==> src/hdl/dwlw_pkg.sv <==
// Shared types, constants and the code unit width lookup for the line wrapper.
package dwlw_pkg;

   localparam int UNIT_W   = 16;
   localparam int WRAP_W   = 10;
   localparam int TAB_W    = 7;
   localparam int COL_W    = 16;
   localparam int CSR_IDX_W = 1;
   localparam int CSR_DATA_W = 10;
   localparam int STEP_W   = 4;   // one remainder step per column bit

   localparam logic [CSR_IDX_W-1:0] CSR_WRAP_COLUMNS = 1'b0;
   localparam logic [CSR_IDX_W-1:0] CSR_TAB_COLUMNS  = 1'b1;

   localparam logic [WRAP_W-1:0] WRAP_RESET = 10'd80;
   localparam logic [TAB_W-1:0]  TAB_RESET  = 7'd4;
   localparam logic [TAB_W-1:0]  TAB_DEFAULT = 7'd4;

   localparam logic [UNIT_W-1:0] CODE_TAB = 16'h0009;
   localparam logic [STEP_W-1:0] STEP_LAST = 4'd15;

   typedef enum logic [1:0] {
      ST_IDLE,
      ST_REM,
      ST_FINISH
   } state_type;

   typedef struct packed {
      logic accept;
      logic rem_step;
      logic commit;
   } cmd_type;

   typedef struct packed {
      logic tab_in;
      logic rem_done;
   } status_type;

   // Width of a unit that is not a tab and not a paired lead surrogate.
   function automatic logic [1:0] base_width(input logic [UNIT_W-1:0] u);
      logic wide;
      wide = ((u >= 16'h1100) && (u <= 16'h115F)) ||
             ((u >= 16'h2E80) && (u <= 16'hA4CF)) ||
             ((u >= 16'hAC00) && (u <= 16'hD7A3)) ||
             ((u >= 16'hF900) && (u <= 16'hFAFF)) ||
             ((u >= 16'hFF00) && (u <= 16'hFF60)) ||
             ((u >= 16'hFFE0) && (u <= 16'hFFE6)) ||
             ((u >= 16'hD800) && (u <= 16'hDFFF));
      if ((u >= 16'hFF61) && (u <= 16'hFF9F)) begin
         return 2'd1;
      end
      return wide ? 2'd2 : 2'd1;
   endfunction

   function automatic logic is_lead(input logic [UNIT_W-1:0] u);
      return (u >= 16'hD800) && (u <= 16'hDBFF);
   endfunction

endpackage

==> src/hdl/dwlw_ctrl.sv <==
// Sequencer: input transfer, tab remainder steps, result commit, output register valid.
module dwlw_ctrl import dwlw_pkg::*; (
   input  logic       clock,
   input  logic       reset,
   input  logic       req_valid,
   output logic       req_ready,
   output logic       rsp_valid,
   input  logic       rsp_ready,
   input  status_type status,
   output cmd_type    cmd
);

   state_type state_ff, state_in;
   logic      rsp_valid_ff, rsp_valid_in;
   logic      out_free;

   always_ff @(posedge clock) begin
      if (reset) begin
         state_ff     <= ST_IDLE;
         rsp_valid_ff <= 1'b0;
      end else begin
         state_ff     <= state_in;
         rsp_valid_ff <= rsp_valid_in;
      end
   end

   always_comb begin
      state_in     = state_ff;
      cmd          = '0;
      req_ready    = 1'b0;
      out_free     = !rsp_valid_ff || rsp_ready;
      rsp_valid_in = rsp_valid_ff && !rsp_ready;
      case (state_ff)
         ST_IDLE: begin
            req_ready = 1'b1;
            if (req_valid) begin
               cmd.accept = 1'b1;
               state_in   = status.tab_in ? ST_REM : ST_FINISH;
            end
         end
         ST_REM: begin
            cmd.rem_step = 1'b1;
            if (status.rem_done) begin
               state_in = ST_FINISH;
            end
         end
         ST_FINISH: begin
            // hold until the output register can take the result
            if (out_free) begin
               cmd.commit   = 1'b1;
               rsp_valid_in = 1'b1;
               state_in     = ST_IDLE;
            end
         end
         default: begin
            state_in = ST_IDLE;
         end
      endcase
   end

   assign rsp_valid = rsp_valid_ff;

endmodule

==> src/hdl/dwlw_dp.sv <==
// Datapath: config registers, column state, tab remainder unit, width logic, result register.
module dwlw_dp import dwlw_pkg::*; (
   input  logic                  clock,
   input  logic                  reset,
   input  logic                  csr_write,
   input  logic [CSR_IDX_W-1:0]  csr_index,
   input  logic [CSR_DATA_W-1:0] csr_wdata,
   input  logic [UNIT_W-1:0]     req_code_unit,
   input  logic                  req_last_unit,
   input  cmd_type               cmd,
   output status_type            status,
   output logic                  rsp_break_before,
   output logic [TAB_W-1:0]      rsp_unit_width,
   output logic [COL_W-1:0]      rsp_column_after,
   output logic                  rsp_line_end
);

   logic [WRAP_W-1:0] wrap_ff;
   logic [TAB_W-1:0]  tab_ff;
   logic [COL_W-1:0]  column_ff, column_in;
   logic              skip_ff, skip_in;
   logic [UNIT_W-1:0] unit_ff;
   logic              last_ff;
   logic [TAB_W-1:0]  rem_ff, rem_in;
   logic [STEP_W-1:0] step_ff;

   logic [TAB_W-1:0]  tab_eff;
   logic [TAB_W:0]    rem_trial;
   logic              unit_tab, pair_lead;
   logic [TAB_W-1:0]  width;
   logic [COL_W:0]    col_sum, col_trial;
   logic              brk;
   logic [COL_W-1:0]  col_after;

   assign tab_eff = (tab_ff == '0) ? TAB_DEFAULT : tab_ff;

   always_ff @(posedge clock) begin
      if (reset) begin
         wrap_ff <= WRAP_RESET;
         tab_ff  <= TAB_RESET;
      end else if (csr_write) begin
         case (csr_index)
            CSR_WRAP_COLUMNS: wrap_ff <= csr_wdata[WRAP_W-1:0];
            CSR_TAB_COLUMNS:  tab_ff  <= csr_wdata[TAB_W-1:0];
            default: ;
         endcase
      end
   end

   // restoring remainder of the column by the tab spacing, MSB first
   always_comb begin
      rem_trial = {rem_ff, column_ff[STEP_LAST - step_ff]};
      if (rem_trial >= {1'b0, tab_eff}) begin
         rem_trial = rem_trial - {1'b0, tab_eff};
      end
      rem_in = rem_trial[TAB_W-1:0];
   end

   always_ff @(posedge clock) begin
      if (cmd.accept) begin
         unit_ff <= req_code_unit;
         last_ff <= req_last_unit;
         rem_ff  <= '0;
         step_ff <= '0;
      end else if (cmd.rem_step) begin
         rem_ff  <= rem_in;
         step_ff <= step_ff + 1'b1;
      end
   end

   assign status.tab_in   = (req_code_unit == CODE_TAB) && !skip_ff;
   assign status.rem_done = (step_ff == STEP_LAST);

   always_comb begin
      unit_tab  = (unit_ff == CODE_TAB);
      pair_lead = is_lead(unit_ff) && !last_ff;
      if (skip_ff) begin
         width = '0;
      end else if (unit_tab) begin
         width = tab_eff - rem_ff;
      end else if (pair_lead) begin
         width = 7'd2;
      end else begin
         width = {5'd0, base_width(unit_ff)};
      end
      col_trial = {1'b0, column_ff} + {10'd0, width};
      brk = !skip_ff && (wrap_ff != '0) && (column_ff != '0) &&
            (col_trial > {7'd0, wrap_ff});
      col_sum   = brk ? {10'd0, width} : col_trial;
      col_after = col_sum[COL_W] ? {COL_W{1'b1}} : col_sum[COL_W-1:0];
      skip_in   = !skip_ff && !unit_tab && pair_lead;
      // drop line state at the end of the line
      column_in = last_ff ? '0 : col_after;
      if (last_ff) begin
         skip_in = 1'b0;
      end
   end

   always_ff @(posedge clock) begin
      if (reset) begin
         column_ff <= '0;
         skip_ff   <= 1'b0;
      end else if (cmd.commit) begin
         column_ff <= column_in;
         skip_ff   <= skip_in;
      end
   end

   always_ff @(posedge clock) begin
      if (cmd.commit) begin
         rsp_break_before <= brk;
         rsp_unit_width   <= width;
         rsp_column_after <= col_after;
         rsp_line_end     <= last_ff;
      end
   end

endmodule

==> src/hdl/display_width_line_wrapper.sv <==
// Top level of the display width line wrapper.
//
//  channel   ports                                         direction
//  req       req_valid/ready, code_unit, last_unit         in
//  rsp       rsp_valid/ready, break_before, unit_width,    out
//            column_after, line_end
//  csr       csr_write, csr_index, csr_wdata               in (write only)
//
// A unit passes the transfer cycle, then the cycle that loads the result register,
// which waits while the output register is still held. A tab runs the bit-serial
// column-by-tab-spacing remainder between the two.
// One unit is in work at a time; the next is taken as soon as the previous
// result is registered, even while that result is stalled at rsp.
// Synchronous reset restores wrap 80, tab 4, column 0, no pending trail unit.
module display_width_line_wrapper import dwlw_pkg::*; (
   input  logic                  clock,
   input  logic                  reset,
   input  logic                  req_valid,
   output logic                  req_ready,
   input  logic [UNIT_W-1:0]     req_code_unit,
   input  logic                  req_last_unit,
   output logic                  rsp_valid,
   input  logic                  rsp_ready,
   output logic                  rsp_break_before,
   output logic [TAB_W-1:0]      rsp_unit_width,
   output logic [COL_W-1:0]      rsp_column_after,
   output logic                  rsp_line_end,
   input  logic                  csr_write,
   input  logic [CSR_IDX_W-1:0]  csr_index,
   input  logic [CSR_DATA_W-1:0] csr_wdata
);

   cmd_type    cmd;
   status_type status;

   dwlw_ctrl u_ctrl (
      .clock     (clock),
      .reset     (reset),
      .req_valid (req_valid),
      .req_ready (req_ready),
      .rsp_valid (rsp_valid),
      .rsp_ready (rsp_ready),
      .status    (status),
      .cmd       (cmd)
   );

   dwlw_dp u_dp (
      .clock            (clock),
      .reset            (reset),
      .csr_write        (csr_write),
      .csr_index        (csr_index),
      .csr_wdata        (csr_wdata),
      .req_code_unit    (req_code_unit),
      .req_last_unit    (req_last_unit),
      .cmd              (cmd),
      .status           (status),
      .rsp_break_before (rsp_break_before),
      .rsp_unit_width   (rsp_unit_width),
      .rsp_column_after (rsp_column_after),
      .rsp_line_end     (rsp_line_end)
   );

endmodule

==> config.mk <==
export PLATFORM = sky130hd
export DESIGN_NAME = display_width_line_wrapper
export DESIGN_NICKNAME = d
export VERILOG_FILES = /design/src/hdl/dwlw_pkg.sv /design/src/hdl/dwlw_ctrl.sv /design/src/hdl/dwlw_dp.sv /design/src/hdl/display_width_line_wrapper.sv
export SDC_FILE = /design/constraint.sdc
export NUM_CORES = 1
export LEC_CHECK = 0
export ABC_AREA = 1
export ABC_CLOCK_PERIOD_IN_PS = 13400
export BUFFER_PORTS_ARGS = -buffer_cell sky130_fd_sc_hd__buf_4
export CAP_MARGIN = 30
export CORE_MARGIN = 3
export CORE_UTILIZATION = 64
export CTS_CLUSTER_DIAMETER = 30
export DETAILED_ROUTE_END_ITERATION = 10
export PLACE_DENSITY_LB_ADDON = 0.3
export SLEW_MARGIN = 20
export SYNTH_ARGS = -nofsm -noshare
export SYNTH_HDL_FRONTEND = slang
export SYNTH_SLANG_ARGS = --single-unit
==> constraint.sdc <==
create_clock -name clock -period 13.4 [get_ports clock]
set_clock_uncertainty 0.15 [all_clocks]
set_input_delay 0.67 -clock clock [delete_from_list [all_inputs] [get_ports clock]]
set_output_delay 0.67 -clock clock [all_outputs]
set_load 0.01 [all_outputs]
**Yosys cells after proc, flatten, opt, wreduce, memory -nomap -nowiden**

Index checks and enable logic that the tools add are counted.

- Add/subtract/negate cells: 5
- $lt $le $gt $ge: 20
- Eq/ne operators: 8
- Mux-type cells: 31
- Bitwise gates (word level): 1
- Reduce and logical (&&, ||, !) cells: 36

Operators by type and width:

| kind | number |
|---|---|
| 16-bit <= comparator (second input constant) | 8 |
| 16-bit greater-or-equal comparator (second input constant) | 6 |
| 16-bit by 4-bit == test with 1-bit output (second input constant) | 2 |
| 16-bit two-way mux | 2 |
| 7-bit two-way mux | 4 |
| 16-bit by 7-bit adder with 17-bit output | 1 |
| 17-bit by 10-bit greater-than comparator with 1-bit output | 1 |
| 1-bit logical AND | 17 |
| 17-bit two-way mux | 1 |
| 16-bit by 13-bit greater-or-equal comparator with 1-bit output (second input constant) | 1 |
| 16-bit by 14-bit greater-or-equal comparator with 1-bit output (second input constant) | 1 |
| 16-bit by 13-bit <= comparator with 1-bit output (second input constant) | 1 |
| 2-bit two-way mux | 8 |
| 16-bit nonzero test | 1 |
| 1-bit two-way mux | 14 |
| 7-bit subtractor | 2 |
| 10-bit nonzero test | 1 |
| 8-bit by 7-bit greater-or-equal comparator with 1-bit output | 1 |
| 7-bit logical NOT | 1 |
| 1-bit logical OR | 7 |
| 2-bit one-hot mux with 3 select lines | 1 |
| 1-bit logical NOT | 5 |
| 4-bit by 5-bit less-than comparator with 1-bit output (second input constant) | 1 |
| 4-bit by 1-bit adder with 4-bit output (second input constant) | 1 |
| 11 further kinds | 13 |

- Flip-flop bits (word level): 90
- Bits of input ports: 33
- Output and inout port bits: 27
- Logic and storage cells: 115

**Logic depth before layout (Yosys ltp)**

- Depth after elaboration: 19
- Depth in mapped cells: 34
- Gate-level depth less buffers: 34

**Cells and area by module**

A second synthesis with hierarchy kept.

- Cells, all modules: 749
- Area total of the unflattened synthesis: 5681.7 µm²

Modules (own cells, without submodules):

| module | instances | cells an instance | area each (µm²) | sequential area each (µm²) |
|---|---|---|---|---|
| dwlw_dp | 1 | 722 | 5496.5 | 2162.1 |
| dwlw_ctrl | 1 | 27 | 185.2 | 60.1 |

**Worst setup path after synthesis**

No wires, ideal clock.

- Kind: reg2reg
- Start: register u_dp.tab_ff[3]
- End: register u_dp.rsp_column_after[3], data pin
- Library setup time: 0.255 ns
- Arrival time: 4.079 ns
- Required time: 12.995 ns
- Path slack: 8.916 ns
- Cell stages (with the launch flop): 34
- Buffers on the path: 1
- Clock period less this slack: 4.484 ns
- Cell sequence: dfxtp_1 nor4_1 nand3_1 nand2_1 ha_1 nand2_1 inv_1 o21ai_0 nand2_1 nand2_1 nand2_1 a21oi_1 xor2_1 inv_1 nor2_1 ha_1 nand2_1 inv_2 a21oi_1 nand2_2 xor2_1 ha_1 nand2_1 nor2_1 nor3_1 nand2_1 nand2_1 nand3_1 nand2_2 nand3_4 nand2_4 buf_6 nand2_1 and2_1

- Word-level cells in the longest chain between the ends: 10

RTL lines:

| element | line | text |
|---|---|---|
| start, declared | dwlw_dp.sv:19 | `logic [TAB_W-1:0] tab_ff;` |
| start signal, assigned | dwlw_dp.sv:44 | `CSR_TAB_COLUMNS: tab_ff <= csr_wdata[TAB_W-1:0];` |
| 7-bit logical NOT | dwlw_dp.sv:35 | `assign tab_eff = (tab_ff == '0) ? TAB_DEFAULT : tab_ff;` |
| 7-bit two-way mux (*) | dwlw_dp.sv:35 |  |
| 7-bit subtractor (*) | dwlw_dp.sv:80 | `width = tab_eff - rem_ff;` |
| 7-bit two-way mux (*) | dwlw_dp.sv:79 | `end else if (unit_tab) begin` |
| 7-bit two-way mux (*) | dwlw_dp.sv:77 | `if (skip_ff) begin` |
| named net u_dp.width[6] | dwlw_dp.sv:30 | `logic [TAB_W-1:0] width;` |
| 16-bit by 7-bit adder with 17-bit output (*) | dwlw_dp.sv:86 | `col_trial = {1'b0, column_ff} + {10'd0, width};` |
| 17-bit by 10-bit greater-than comparator with 1-bit output | dwlw_dp.sv:88 | `(col_trial > {7'd0, wrap_ff});` |
| 1-bit logical AND | dwlw_dp.sv:87 | `brk = !skip_ff && (wrap_ff != '0) && (column_ff != '0) &&` |
| 17-bit two-way mux (*) | dwlw_dp.sv:89 | `col_sum = brk ? {10'd0, width} : col_trial;` |
| 16-bit two-way mux (*) | dwlw_dp.sv:90 | `col_after = col_sum[COL_W] ? {COL_W{1'b1}} : col_sum[COL_W-1:0];` |
| named net u_dp.col_after[3] | dwlw_dp.sv:33 | `logic [COL_W-1:0] col_after;` |
| end signal, assigned | dwlw_dp.sv:113 | `rsp_column_after <= col_after;` |
| end, declared | dwlw_dp.sv:14 | `output logic [COL_W-1:0] rsp_column_after,` |

Mark *: on every way through the listed nets, which the timed path passes. The rest lies on a longest branch.
A chain may end at the register's enable or synchronous reset.

**Final worst setup path**

Same ends and word-level chain as after synthesis.

==> summary.txt <==
Cells and area
  • Layout cells sized above 1: 14.1%
  • Finished Core Util: 76.1%
  • Most frequent cells in the layout: 153 x nand2_1, 112 x inv_1, 72 x a21oi_1, 61 x buf_4, 60 x nand3_1
  • Nets: 871
  • Antenna Cells: 0
  • Area Growth Syn to Fin: 12.8%
  • Fin area: 6380 sq um
  • Most common cell after layout, fill and taps aside: nand2_1

Clock network
  • CTS resizes: 0
  • Post-CTS setup repair buffer count: 0
  • H-Tree Depth: 3
  • Hold bufs inserted after CTS: 0
  • CTS tree: done
  • Root Buffer: clkbuf_8
  • Total clock sinks: 90
  • TritonCTS buffer count: 9
  • Reg clk slew, reported paths: 0.10 ns
  • Bufs on Longest Clock Path: 2
  • Clock Latency Late Sink: 0.37 ns

Drt
  • Routed WL: 14800 um
  • DRT iter0 DRCs: 556
  • Avg WL per Cell: 16.2 um
  • DRC: 0
  • ANT nets after route: 0
  • Via count: 5347
  • Routed vias/inst: 5.85
  • DR pass1 iterations: 9

Synthesis
  • Post-synth top area share: 22.3%
  • Syn Nets: 821
  • Yosys reg bits: 90
  • Post-synthesis sequential area ratio: 39.3%
  • Synth warn: 0
  • Synth area leaders: edfxtp_1 22%, dfxtp_1 17%, nand2_1 10%, inv_1 7.4%, ha_1 6.9%
  • Cells after synthesis: 754
  • Commonest register cell after synthesis: dfxtp_1
  • Asr flop ratio synth: 0%
  • Syn Area/Cell: 7.50 sq um
  • Netlist Area Pre-Place: 5650 sq um
  • Post-synth EDFFs: 42
  • Synth area leader: edfxtp_1
  • Post-synthesis cell type count: 44

Worst hold path
  • Hold Path Depth: 1
  • Hold Crit Class: in -> reg

Worst setup path
  • Setup CP Type: reg -> reg
  • Reg2reg path depth: 32
  • Worst Setup Start Kind: register
  • Crit Path Max Fanout: 14
  • CP max stage cell: ha_1
  • Critical path capture point type: register
  • Required time worst endpoint: 13.36 ns
  • Crit path arrival time: 5.44 ns
  • CP dominant cell by count: nand2_1
  • Crit-path max cell delay: 0.36 ns

Timing
  • # setup viols final: 0
  • Fmax: 183 MHz
  • Hold Slack: 0.335 ns
  • Worst Tran Pin Value: 0.738 ns
  • Final Max Slew Viols: 0
  • Final worst path period need: 5.48 ns
  • Max-slew headroom: 50.7%
  • Final Hold Fails: 0
  • Post-route setup TNS: 0 ns
  • RSZ-0062 raised after global routing: no
  • Final worst path period share: 40.9%

Power
  • Maximum resistive drop on vdd: 0.0955 mV
  • Total Power: 0.794 mW
  • Power per cell area: 125 nW/um^2
  • LEAKAGE: 3.00 nW

Global routing
  • GRT Total Usage: 30.3%
  • First-pass GRT wire length: 24000 um
  • GR Overflow Total: 0
  • Vias in the first global route: 5102
  • Initial antenna violation count: 0
  • Pin count of the biggest net entering global routing: 28

Placement
  • Final GP Congestion: 0.924
  • DP Area: 6150 sq um
  • Port Buffers: 59
  • DPL Wire Length: 11500 um

Floorplanning
  • Initial Util: 67.5%
  • # IOs: 60
  • Die Span Y: 100 um
  • # rows: 33
  • Placeable Area: 8380 sq um
  • Die ar.: 10000 sq um
  • Die width: 100 um

Job
  • Max-cap violations: 0

Outcome
  • Status: completed
## through the flow
| stage | instances | setup WS [ns] |
|---|---|---|
| floorplan | 754 | 8.92 |
| global placement | 897 | 8.23 |
| detailed placement | 898 | 8.09 |
| CTS | 914 | 8.05 |
| global route | 914 | 7.43 |
| finish | 914 | 7.92 |
## synthesized netlist by cell type (14+ instances only)
master,number
edfxtp_1,42
nand4_1,14
dfxtp_1,48
a21oi_1,72
nand3_1,60
nor2_1,57
nand2_1,153
ha_1,31
inv_1,112
nor3_1,19
o21ai_0,37
clkbuf_1,15
## state kept, by name (all words and copies together), names as in the netlist, 2 cells and up
| register | count |
|---|---|
| u_dp.wrap_ff | 10 |
| u_ctrl.state_ff | 2 |
| u_dp.unit_ff | 16 |
| u_dp.tab_ff | 7 |
| u_dp.column_ff | 16 |
| u_dp.rem_ff | 7 |
| u_dp.step_ff | 4 |
| u_dp.rsp_unit_width | 7 |
| u_dp.rsp_column_after | 16 |
## cell type report
type / count / area [sq um]
sequential: 90 / 2220
clock inverter: 6 / 88.8
timing repair buffer: 61 / 458
fill: 606 / 2010
tap: 105 / 131
clock buffer: 10 / 138
inverter: 118 / 445
multi-input combinational: 524 / 2890
## worst max-delay path: cells and delay by family, from the launching register on
family	cells	cell delay, ns
fa+ha+maj	3	0.94
flops	1	0.33
simple gates	21	2.53
compound gates	3	0.49
buf+inv	3	0.17
xor+xnor	2	0.58
## power by group
part	switching, mW	internal, mW	total [mW]
logic	0.149	0.0857	0.235
clock network	0.104	0.111	0.214
registers	0.0239	0.322	0.346
total	0.276	0.518	0.794
## routing by layer
layer  share of wire (%)  track usage (%)  vias up  routed length, um
li1                    -                -     2599                  -
met3                 9.8             4.79       43               1440
met2                  46             51.0      279               6840
met4                 2.4             10.7        0                359
met1                  42             39.8     2426               6140
met5                   0                0        -                  0
## worst paths after layout
path | startpoint | slack [ns] | to
setup reg to reg | u_dp.tab_ff[3] | 7.92 | u_dp.rsp_column_after[3]
hold / removal | req_code_unit[8] | 0.33 | u_dp.unit_ff[8]
setup / recovery | u_dp.tab_ff[3] | 7.92 | u_dp.rsp_column_after[3]
hold reg to reg | u_dp.wrap_ff[2] | 0.34 | u_dp.wrap_ff[2]
## logic make-up (layout without fill, tap and decap cells)
kind of cell    Yosys count  count (layout)  share of synthesized area [%]
flops                    90              90                           39.3
xor+xnor                 14              14                           2.17
simple gates            350             350                           28.8
compound gates          126             126                           12.1
buf+inv                 140             195                           9.71
fa+ha+maj                34              34                           7.92
Note: power is estimated with default switching activity, not from simulation.
